**src/sv/chf_ram.sv**
```systemverilog
// Generic single-write, single-read RAM with registered read data.
module chf_ram #(
    parameter int WIDTH = 8,
    parameter int DEPTH = 16,
    localparam int ADDR_W = $clog2(DEPTH)
) (
    input  logic              clk,
    input  logic              we,
    input  logic [ADDR_W-1:0] waddr,
    input  logic [WIDTH-1:0]  wdata,
    input  logic              re,
    input  logic [ADDR_W-1:0] raddr,
    output logic [WIDTH-1:0]  rdata
);

    logic [WIDTH-1:0] mem [DEPTH];

    always_ff @(posedge clk)
    begin
        if (we)
        begin
            mem[waddr] <= wdata;
        end
        if (re)
        begin
            rdata <= mem[raddr];
        end
    end

endmodule

```
**config.mk**
```make
export PLATFORM = sky130hd
export DESIGN_NAME = chf_ram
export DESIGN_NICKNAME = d
export VERILOG_FILES = /design/src/sv/chf_ram.sv
export SDC_FILE = /design/constraint.sdc
export NUM_CORES = 1
export LEC_CHECK = 0
export BUFFER_PORTS_ARGS = -buffer_cell sky130_fd_sc_hd__clkbuf_2
export CORE_MARGIN = 2
export CORE_UTILIZATION = 54
export DETAILED_ROUTE_END_ITERATION = 7
export GPL_TIMING_DRIVEN = 0
export PLACE_DENSITY = 0.74
export RECOVER_POWER = 25
export SYNTH_ARGS = -nofsm -noshare
export SYNTH_HDL_FRONTEND = slang
export SYNTH_SLANG_ARGS = --single-unit
```
**constraint.sdc**
```tcl
create_clock -name clk -period 1.6 [get_ports clk]
set_input_delay 0.16 -clock clk [delete_from_list [all_inputs] [get_ports clk]]
set_output_delay 0.16 -clock clk [all_outputs]
set_load 0.02 [all_outputs]
```
==> impl_metrics.ini <==
[worst_setup_path]
crit_type = flip-flop to flip-flop
cp-end-kind = flip-flop
crit_start = mem[6][1]
cp.required_ns = 1.85
path_max_fanout = 1
reg2reg_depth = 3
start_kind = flip-flop
r2r_slack_ns = 0.05
reg2reg_to = rdata[1]
r2r-start = mem[6][1]
critPathArrivalTime_ns = 1.80

[floorplanning]
start_util_pct = 56.0
die-width_um = 102
dieArea_mm2 = 0.0105
coreArea_mm2 = 0.00933
fp.dieH_um = 102
core.rowCount = 35
io_pins = 27

[timing]
rsz0062_at_grt = no
tightest_slew_ns = 1.24
setup_viol = 0
setup-tns-final_ns = 0
max_freq_mhz = 645
timing.final.crit_share_pct = 96.9
maxSlewHeadroom_pct = 16.6
period_needed_ns = 1.55
slew_viol_final = 0
hold_viol = 0
fin_worst_hold_slack_ns = 0.128
fin_worst_skew_ns = 0.00414

[pwr]
pwr-share-comb_pct = 4.7
powerDensity_mw_per_mm2 = 1360
internal-power_mw = 6.68
clkPwrFrac_pct = 46.7
netSwitchingPower_mw = 1.62
leakagePower_nw = 2.04
p_sw_share_pct = 19.6
seqPwrFrac_pct = 48.6
peakVddDrop_mv = 0.809

[clock_network]
clk_root_buffer_cell = clkbuf_8
cts_hold_buf = 1
cts-buffers-inserted = 17
clkTransAtPathRegs_ns = 0.06
cts_resized = 0
cts_setup_buffers = 0
clk_latency_ns = 0.50
h-tree-depth = 4
cts.sinks = 136
cts_tree = yes
clockBufferDepth = 2

[yosys]
synth_ff_type = edfxtp_1
yosys-top-cells-area = edfxtp_1 78%, mux4_2 7.8%, mux4_1 7.0%, a22oi_1 2.3%, nor2_1 0.93%
ys_ff_latch = 136
synth-edff-count = 136
synth_area_leader_cell = edfxtp_1
yosysWarnings = 0
synth_nets = 248
synthCells = 229
yosysMostFrequentCell = edfxtp_1
ys_seq_area_share_pct = 78.1
netlist.area_leader.share_pct = 78.1
synth_cell_type_count = 18
ys_async_sr_fraction_pct = 0
syn_area_mm2 = 0.00523
synth_area_per_cell_um2 = 22.8
synthTopCellsByCount = 136 x edfxtp_1, 18 x mux4_2, 16 x a22oi_1

[status]
status = completed

[place]
dpl_cell_area_mm2 = 0.00552
place_congestion = 0.752
port_buffers = 25
dp_hpwl_mm = 6.05

[layout]
final_layout_size_suffix_gt1_share_pct = 27.9
register_area_mm2 = 0.00408
area_delta_synth_final_pct = 17.2
multi_input_area_mm2 = 0.00107
nFillCells = 607
nNetsFinal = 293
stdcell_area_mm2 = 0.00613
antenna_cells = 0

[drt]
viasPerCell = 5.69
num_vias = 2369
drtIter0Drc = 245
wl_mm = 9.59
drt-pass1-iter-count = 4
drc = 0
antenna_left = 0
wire_per_inst_um = 23.0

[worst_hold_path]
worstHoldPathCells = 1
worstHoldStart = wdata[2]
min_to = mem[15][2]
hold_class = input port to flip-flop

[global_routing]
gr-total-overflow = 0
grt.total_usage_pct = 20.6
antenna_found_initial = 0
grt_pass1_vias = 2391
grt_first_pass_wirelength_mm = 14.3
grt_start_max_net_pins = 17

[flow_run]
maxCapViolations = 0
sequential cells by signal, summed over array words and instances, names as in the netlist:
name and flops:
rdata 8, mem 128
routing by layer:
metal | part of all wire, % | up-vias | global-route usage (%)
li1 | - | 1071 | -
met1 | 42 | 1208 | 29.1
met2 | 51 | 84 | 31.7
met3 | 6.0 | 6 | 4.92
met4 | 1.0 | 0 | 8.10
met5 | 0 | - | 0
through the flow:
step                total power [mW]  cells  setup WS [ns]  util (%)
floorplan                       4.33    229          0.158         -
global route                    8.53    416         0.0194      65.7
detailed placement              4.50    383         -0.353      59.2
CTS                             8.36    416         0.0384      65.7
global placement                4.48    383         -0.306      59.2
finish                          8.31    416         0.0502      65.7
how the worst max path moves through the flow:
stage	endpoint	slack, ns	cells after the start
after detailed placement	mem[8][2]	-0.35	3
final	rdata[1]	0.05	3
after floorplan	rdata[1]	0.16	5
after CTS	rdata[0]	0.04	3
after global routing	rdata[1]	0.02	3
after global placement	mem[8][3]	-0.31	3
power by group through the flow:
stage | clock network (mW) | registers, mW | logic [mW]
after floorplan | 0 | 4.13 | 0.203
after global placement | 0 | 4.10 | 0.381
after detailed placement | 0 | 4.11 | 0.391
after CTS | 3.92 | 4.04 | 0.395
after global routing | 4.07 | 4.04 | 0.420
final | 3.88 | 4.04 | 0.388
logic make-up after synthesis:
| group | synth area share [%] |
|---|---|
| DFF | 78.1 |
| and+or+nand+nor | 3.14 |
| muxes | 14.8 |
| AOI/OAI and AO/OA | 2.30 |
| buffers and inverters | 1.65 |
area by class of cell:
| class | count | area share [%] |
|---|---|---|
| buffer | 10 | 1.41 |
| clock inverter | 14 | 2.94 |
| clock buffer | 18 | 6.82 |
| multi-input combinational | 83 | 17.4 |
| sequential | 136 | 66.7 |
| tap | 129 | 2.63 |
| timing repair buffer | 26 | 2.10 |
cell usage in the layout (no fill, tap or decap), types with 4 or more instances in the layout:
cell	count
a22oi_1	16
bufinv_16	4
clkbuf_1	6
clkbuf_16	16
clkbuf_2	20
clkinv_2	4
edfxtp_1	136
mux4_1	14
mux4_2	18
nand2_1	9
nor2_1	13
critical path, cell delays in order (launching register included):
cell      delay [ns]
edfxtp_1        0.37
mux4_1          0.56
a22oi_1         0.28
nand2_1         0.08
(Power assumes the default switching activity.)
