`src/sv/chf_pkg.sv`:
```
// Shared types and constants for the chunk hash find-or-insert block.
package chf_pkg;

    typedef enum logic [2:0] {
        ST_CLEAR,
        ST_IDLE,
        ST_READ,
        ST_CHECK,
        ST_ALLOC,
        ST_RESP
    } chf_state_t;

    localparam logic OP_LOOKUP = 1'b0;
    localparam logic OP_INSERT = 1'b1;

    localparam logic [31:0] HASH_MUL_X = 32'd17;
    localparam logic [31:0] HASH_MUL_Y = 32'd13;
    localparam logic [31:0] HASH_MUL_Z = 32'd7;

endpackage

```
`src/sv/chf_hash.sv`:
```
// Coordinate wrapping, key packing and bucket hash for one request.
module chf_hash #(
    parameter int COORD_BITS = 16,
    parameter int BUCKET_W   = 8
) (
    input  logic signed [15:0]           key_x,
    input  logic signed [15:0]           key_y,
    input  logic signed [15:0]           key_z,
    output logic [3*COORD_BITS-1:0]      key,
    output logic [BUCKET_W-1:0]          bucket
);

    import chf_pkg::*;

    logic signed [31:0]           ext_x;
    logic signed [31:0]           ext_y;
    logic signed [31:0]           ext_z;
    logic signed [COORD_BITS-1:0] cx;
    logic signed [COORD_BITS-1:0] cy;
    logic signed [COORD_BITS-1:0] cz;
    logic [31:0]                  hx;
    logic [31:0]                  hy;
    logic [31:0]                  hz;
    logic [31:0]                  sum;

    // sign-extend, then wrap to the stored coordinate width
    assign ext_x = 32'(key_x);
    assign ext_y = 32'(key_y);
    assign ext_z = 32'(key_z);
    assign cx    = ext_x[COORD_BITS-1:0];
    assign cy    = ext_y[COORD_BITS-1:0];
    assign cz    = ext_z[COORD_BITS-1:0];

    assign key = {cz, cy, cx};

    assign hx  = 32'(cx);
    assign hy  = 32'(cy);
    assign hz  = 32'(cz);
    assign sum = hx * HASH_MUL_X + hy * HASH_MUL_Y + hz * HASH_MUL_Z;

    assign bucket = sum[BUCKET_W-1:0];

endmodule

```
`config.mk`:
```
export PLATFORM = sky130hd
export DESIGN_NAME = chf_hash
export DESIGN_NICKNAME = d
export VERILOG_FILES = /design/src/sv/chf_pkg.sv /design/src/sv/chf_hash.sv
export SDC_FILE = /design/constraint.sdc
export NUM_CORES = 1
export LEC_CHECK = 0
export ABC_AREA = 0
export BUFFER_PORTS_ARGS = -buffer_cell sky130_fd_sc_hd__buf_2
export CORE_UTILIZATION = 23
export DETAILED_ROUTE_END_ITERATION = 8
export PLACE_DENSITY_LB_ADDON = 0.2
export SYNTH_ARGS = -nofsm -noshare
export SYNTH_HDL_FRONTEND = slang
export SYNTH_SLANG_ARGS = --single-unit
```
`constraint.sdc`:
```
create_clock -name vclk -period 7.4
set_input_delay 1.85 -clock vclk [all_inputs]
set_output_delay 1.85 -clock vclk [all_outputs]
set_load 0.03 [all_outputs]
```
==> results, run 1 <==
- Entering global routing, the biggest net connects 5 pins.
- The post-synthesis instance area is 1640 sq um.
- The vertical extent of the die is 86.5 um.
- Summed over all nets, the half-perimeter wirelength after detailed placement is 2.77 mm.
- The area overhead of the layout relative to synthesis is 21.2%.
- The number of max-slew violations in the final report was 0.
- OpenSTA, run right after detailed placement, puts the worst setup slack at -0.351 ns.
- The combined flip-flop and latch cell area is 0 sq um.
- The global routing stage identified its most utilized layer as met2.
- The switching fraction of total power is 51.1%.
- The detailed-route vias per instance is 3.54.
- The Yosys step of the flow raised 0 warnings.
- After detailed routing, the total wire length is 2.82 mm.
- Cell internal power was estimated by the tool at 0.508 mW.
- The placeable core region is 6830 sq um.
- Sequential cells burn 0% of the power.
- Setup repair after global routing could not meet its margin everywhere.
- The library cells used most frequently in the layout, excluding fill and tap cells, are sky130_fd_sc_hd__buf_2 (50), sky130_fd_sc_hd__inv_1 (44), sky130_fd_sc_hd__fa_1 (23), sky130_fd_sc_hd__ha_1 (22).
- The worst hold path cell count is 0.
- When the netlist entered floorplanning its net count stood at 280.
- The length of the first detailed-routing pass in iterations is 2.
- The actual transition at the worst max-transition pin is 0.246 ns.
- The total via count after detailed routing is 1033.
- The top-level I/O count is 104.
- The timing-limited maximum frequency is 0.131 GHz.
- The mean post-synth cell area is 9.39 sq um.
- Synthesis instantiated 10 different standard cells from the library.
- The routing usage on met1 is 11.5%.
- In this run, post-CTS hold repair placed 0 buffers.
- Sequential elements use 0% of the synthesized area.
- The flow ran to the end, but the final reports show violations.
- Setup violations remaining at the end of the flow were counted as 1.
- The number of global-route vias before repair is 1013.
- The top fanout value on the critical path is 3.
- The count of cells in the finished layout, fillers not included, comes to 292.
- Synthesis handed over a netlist of 175 instances.
- The leakage power summed over all cells is 1.06 nW.
- The worst setup path is of the input pin to output port kind.
- The weighted congestion reported at the end of routability-driven placement is 0.672.
- The kind of path behind the tightest hold check is input pin to output port.
- The critical path launch point type is an input pin.
- The multi-input combinational cells in the finished layout cover a total of 1280 sq um.
- The worst-case IR drop observed on VDD is 0.000685 V.
- The clock share of power is 0%.
- The global-route usage over all layers is 7.66%.
- The met3 usage in global routing is 0.476%.
- The total number of placement rows is 30.
- The library cell used most frequently in the layout, excluding fill and tap cells, is sky130_fd_sc_hd__buf_2.
- The mean routed wirelength per cell is 9.66 um.
- The endpoint required time on the critical path is 5.55 ns.
- The final hold violation count is 0.
- The total die area is 7480 sq um.
- The routing usage on met2 is 12.5%.
- Headroom to the max-slew limit came out at 83.5%.
- Cells with a size suffix above 1 make up 45.9% of the layout.
- The setup slack after layout is -0.258 ns.
- In this run, placement finished with an instance count of 292.
- Summed over all layers, the global routing overflow is 0.
- The design has 0 sequential cells.
- The final reports fail on setup timing.
- The count of buffers added by post-CTS timing repair for setup is 0.
- The layout has 0 clock buffers.
- The count of filler cells inserted in the layout is 777.
- The power per cell area is 521 nW/um^2.
- The number of nets with antenna violations after detailed routing is 0.
- STA classifies the critical path endpoint as an output port.
- The first global-routing pass estimated 4.56 mm of wire.
- The number of DRC markers after the initial detailed-route iteration is 3.
- The die is 86.5 um wide.
- After the last flow step, the layout net total stands at 303.
- The initial utilization of the core area, before any placement, comes to 24.0%.
- The worst path in the final design needs a cycle of 7.66 ns, including I/O delays and setup.
- The count of input and output buffers is 56.
- The total net switching power is 0.530 mW.
- The arrival time of data at the critical path endpoint is 5.81 ns.
- The hold slack is 3.70 ns.
- The share of power burned in combinational logic is 100.0%.
- The number of violations of the max-capacitance limit is 0.
- The initial antenna violation count is 0.
- The post-detailed-route DRC marker count is 0.
- In the finished design, the share of the clock period the worst path needs comes to 103%.
- The number of diodes added for antenna fixing is 0.
- The utilization after layout is 29.1%.
-- worst max-delay path: stages --
cell and delay, ns:
sky130_fd_sc_hd__buf_2 0.13, sky130_fd_sc_hd__fa_1 0.48, sky130_fd_sc_hd__ha_1 0.28, sky130_fd_sc_hd__inv_1 0.04
sky130_fd_sc_hd__fa_1 0.45, sky130_fd_sc_hd__fa_1 0.49, sky130_fd_sc_hd__inv_1 0.04, sky130_fd_sc_hd__ha_1 0.28
sky130_fd_sc_hd__ha_1 0.28, sky130_fd_sc_hd__ha_2 0.19, sky130_fd_sc_hd__fa_2 0.39, sky130_fd_sc_hd__a21o_1 0.19
sky130_fd_sc_hd__a21oi_2 0.16, sky130_fd_sc_hd__xnor2_2 0.14, sky130_fd_sc_hd__xnor3_2 0.27, sky130_fd_sc_hd__buf_6 0.15
-- cell usage after synthesis --
cell,count,share of area [%]
sky130_fd_sc_hd__xnor2_2,1,0.99
sky130_fd_sc_hd__inv_1,47,11
sky130_fd_sc_hd__xor2_1,2,1.1
sky130_fd_sc_hd__a21oi_1,2,0.61
sky130_fd_sc_hd__ha_1,33,25
sky130_fd_sc_hd__fa_1,24,29
sky130_fd_sc_hd__a21o_1,2,0.91
sky130_fd_sc_hd__buf_4,48,22
sky130_fd_sc_hd__xnor3_1,1,1.4
sky130_fd_sc_hd__xnor2_1,15,8.0
-- worst paths after layout --
path	startpoint	end
hold / removal	key_x[11]	key[11]
setup / recovery	key_z[1]	bucket[7]
-- power by group through the flow --
stage	combinational (mW)	clock (mW)	sequential, mW
floorplan	0.670	0	0
global placement	0.839	0	0
detailed placement	0.843	0	0
CTS	0.964	0	0
global route	1.13	0	0
finish	1.04	0	0
-- logic make-up (layout without fill, tap and decap cells) --
group                    count (synthesis)  count (layout)  share of synthesized area, %
XOR/XNOR                                19              19                          11.4
buffers and inverters                   95             116                          32.7
adder cells (fa/ha/maj)                 57              57                          54.4
AO/OA/AOI/OAI                            4               4                          1.52
-- through the flow --
stage	TNS, ns	area, sq um	power (mW)
3_5_place_dp	-0.481	1830	0.843
4_1_cts	-0.317	1900	0.964
5_1_grt	-0.417	1990	1.13
2_1_floorplan	0	1690	0.670
6_report	-0.258	1990	1.04
3_3_place_gp	-0.475	1830	0.839
-- what timing repair did --
item / in CTS / in global routing
endpoints found under the setup margin: 2 / 2
gates cloned: 0 / 0
pin swaps: 8 / 12
gates resized for setup: 13 / 15
hold endpoints to repair: 0 / 0
-- routing by layer --
metal | vias to the layer above | wire length, um
li1 | 512 | -
met1 | 476 | 1330
met2 | 39 | 1290
met3 | 6 | 185
met4 | 0 | 10
met5 | - | 0
-- layout make-up --
class | count | share of cell area [%]
Inverter | 47 | 8.86
Multi-Input combinational cell | 80 | 64.2
Tap cell | 96 | 6.03
Timing Repair Buffer | 69 | 20.9
Power figures use the tool's default switching activity.
==> inputs of run 2 (changes only) <==
--- a/config.mk
+++ b/config.mk
@@ -7,6 +7,8 @@
 export LEC_CHECK = 0
 export ABC_AREA = 0
 export BUFFER_PORTS_ARGS = -buffer_cell sky130_fd_sc_hd__buf_2
+export CELL_PAD_IN_SITES_DETAIL_PLACEMENT = 0
+export CELL_PAD_IN_SITES_GLOBAL_PLACEMENT = 1
 export CORE_UTILIZATION = 23
 export DETAILED_ROUTE_END_ITERATION = 8
 export PLACE_DENSITY_LB_ADDON = 0.2
==> constraint.sdc (replaced) <==
create_clock -name vclk -period 7.4
set_input_delay 1.48 -clock vclk [all_inputs]
set_output_delay 1.48 -clock vclk [all_outputs]
set_load 0.03 [all_outputs]
==> results, run 2 (synthesized netlist as in run 1, its figures left out) <==
- In this run the tightest slew margin relative to its limit is 82.7%.
- Row generation in the floorplan step produced 30 rows.
- The mean routed wirelength per cell is 10.1 um.
- Subtracting the final worst setup slack from the clock period gives 7.19 ns.
- For this run, the total global-route usage over all layers was measured as 7.46%.
- The number of violations of the max-capacitance limit is 0.
- After routing the design area is 1690 sq um.
- The length of the first detailed-routing pass in iterations is 3.
- The number of global-route vias before repair is 974.
- Detailed routing inserted a total of 978 vias.
- The capture point of the worst path is bucket[7].
- The leakage power summed over all cells is 0.985 nW.
- In the final layout, flip-flops and latches occupy 0 sq um.
- The placeable core region is 6830 sq um.
- The timing-limited maximum frequency is 0.139 GHz.
- The top-level I/O count is 104.
- Setup repair after global routing left no endpoint under its margin.
- STA puts the critical path data arrival time at 5.71 ns.
- The effective utilization at floorplan is 24.0%.
- In this run the worst path has a maximum fanout of 4.
- The critical path in this run is classified as input pin to output port.
- The first-pass GRT wire length is 4.45 mm.
- The count of input and output buffers is 56.
- In the routed design, unresolved DRC markers number 0.
- The library cell used most frequently in the layout, excluding fill and tap cells, is sky130_fd_sc_hd__buf_2.
- The post-placement cell area is 1690 sq um.
- The total grt overflow is 0.
- The kind of path behind the tightest hold check is input pin to output port.
- The die width is 86.5 um.
- The largest net degree at the start of global routing is 5.
- There are 0 flip-flops and latches.
- The final critical-path share of the clock period is 97.1%.
- The clock buffer count in the final layout is 0.
- The final total power is 0.717 mW.
- The utilization after layout is 24.8%.
- In the layout the commonest cells are sky130_fd_sc_hd__buf_2 (56), sky130_fd_sc_hd__inv_1 (47), sky130_fd_sc_hd__ha_1 (33), sky130_fd_sc_hd__fa_1 (24), sky130_fd_sc_hd__xnor2_1 (15).
- The number of DRC markers after the initial detailed-route iteration is 6.
- The detailed-route vias per instance is 3.49.
- The kind of end point of the critical path is an output port.
- The final hold violation count is 0.
- The total number of nets in the final design is 291.
- The count of nets left with antenna violations once routing finished came out at 0.
- For the pin with the worst max-slew slack, the measured transition is 0.258 ns.
- The die is 86.5 um tall.
- STA puts the critical path data required time at 5.92 ns.
- Summed over all layers, the routed wires come to 2.82 mm.
- The critical path launch point type is an input pin.
- The run finished with clean final reports.
- The post-route netlist has 32.1% of its cells at a drive strength greater than 1.
- The initial antenna violation count came to 0.
- The number of antenna diodes in the final layout is 0.
- Post-CTS timing repair inserted 0 buffers for setup.
- The number of max-slew violations in the final report was 0.
- VDD sags by at most 0.000453 V.
- Summed over all failing endpoints, the final setup total negative slack is 0 ns.
- The detailed placement HPWL is 2.78 mm.
- The weighted congestion reported at the end of routability-driven placement is 0.673.
- The startpoint of the worst setup timing path is key_y[1].
- For this design the ratio of total power to cell area is 423 nW/um^2.
- The worst hold path passes through 0 cells.
- The area overhead of the layout relative to synthesis is 3.12%.
- Setup violations remaining at the end of the flow were counted as 0.
- The total die area is 7480 sq um.
-- run 2: cell types whose count changed in the layout (fill, tap and decap cells not counted), sizes merged --
cell and delta:
clkbuf -1, buf -11
-- run 2: where the power goes --
group          internal (mW)  switching, mW  total (mW)
Clock                      0              0           0
Sequential                 0              0           0
Combinational          0.280          0.437       0.717
Total                  0.280          0.437       0.717
-- run 2: area by class of cell --
| type | instances | area, sq um |
|---|---|---|
| Fill cell | 818 | 5140 |
| Timing Repair Buffer | 57 | 288 |
| Multi-Input combinational cell | 80 | 1110 |
| Tap cell | 96 | 120 |
| Inverter | 47 | 176 |
-- run 2: how the worst min path moves through the flow --
stage	endpoint	start	slack (ns)
after floorplan	key[0]	key_x[0]	3.09
after global placement	key[24]	key_y[8]	2.96
after detailed placement	key[24]	key_y[8]	2.96
after CTS	key[24]	key_y[8]	2.96
after global routing	key[11]	key_x[11]	2.96
final	key[11]	key_x[11]	2.96
-- run 2: per-stage QoR --
step | std cells | hold slack, ns | setup slack (ns)
after global placement | 280 | 2.96 | 0.160
after floorplan | 175 | 3.09 | 0.501
final | 280 | 2.96 | 0.213
after CTS | 280 | 2.96 | 0.142
after detailed placement | 280 | 2.96 | 0.152
after global routing | 280 | 2.96 | 0.0147
-- run 2: worst max-delay path: stages --
cell                      delay [ns]
sky130_fd_sc_hd__buf_2          0.13
sky130_fd_sc_hd__ha_1           0.27
sky130_fd_sc_hd__inv_1          0.05
sky130_fd_sc_hd__fa_1           0.49
sky130_fd_sc_hd__inv_1          0.05
sky130_fd_sc_hd__fa_1           0.50
sky130_fd_sc_hd__fa_1           0.52
sky130_fd_sc_hd__fa_1           0.50
sky130_fd_sc_hd__ha_1           0.35
sky130_fd_sc_hd__fa_1           0.47
sky130_fd_sc_hd__a21o_1         0.18
sky130_fd_sc_hd__a21oi_2        0.15
sky130_fd_sc_hd__xnor2_1        0.16
sky130_fd_sc_hd__xnor3_1        0.23
sky130_fd_sc_hd__buf_2          0.18
-- run 2: routing by layer --
layer  vias up  GRT usage (%)  part of all wire [%]
met1       449           11.3                    49
li1        488              -                     -
met5         -              0                     0
met3         0          0.476                   6.5
met2        41           12.0                    45
met4         0          0.758                     0
-- run 2: repair_timing --
item                                    in CTS  in global routing
gates resized for setup                      0                  1
hold buffers                                 0                  0
endpoints found under the setup margin       0                  1
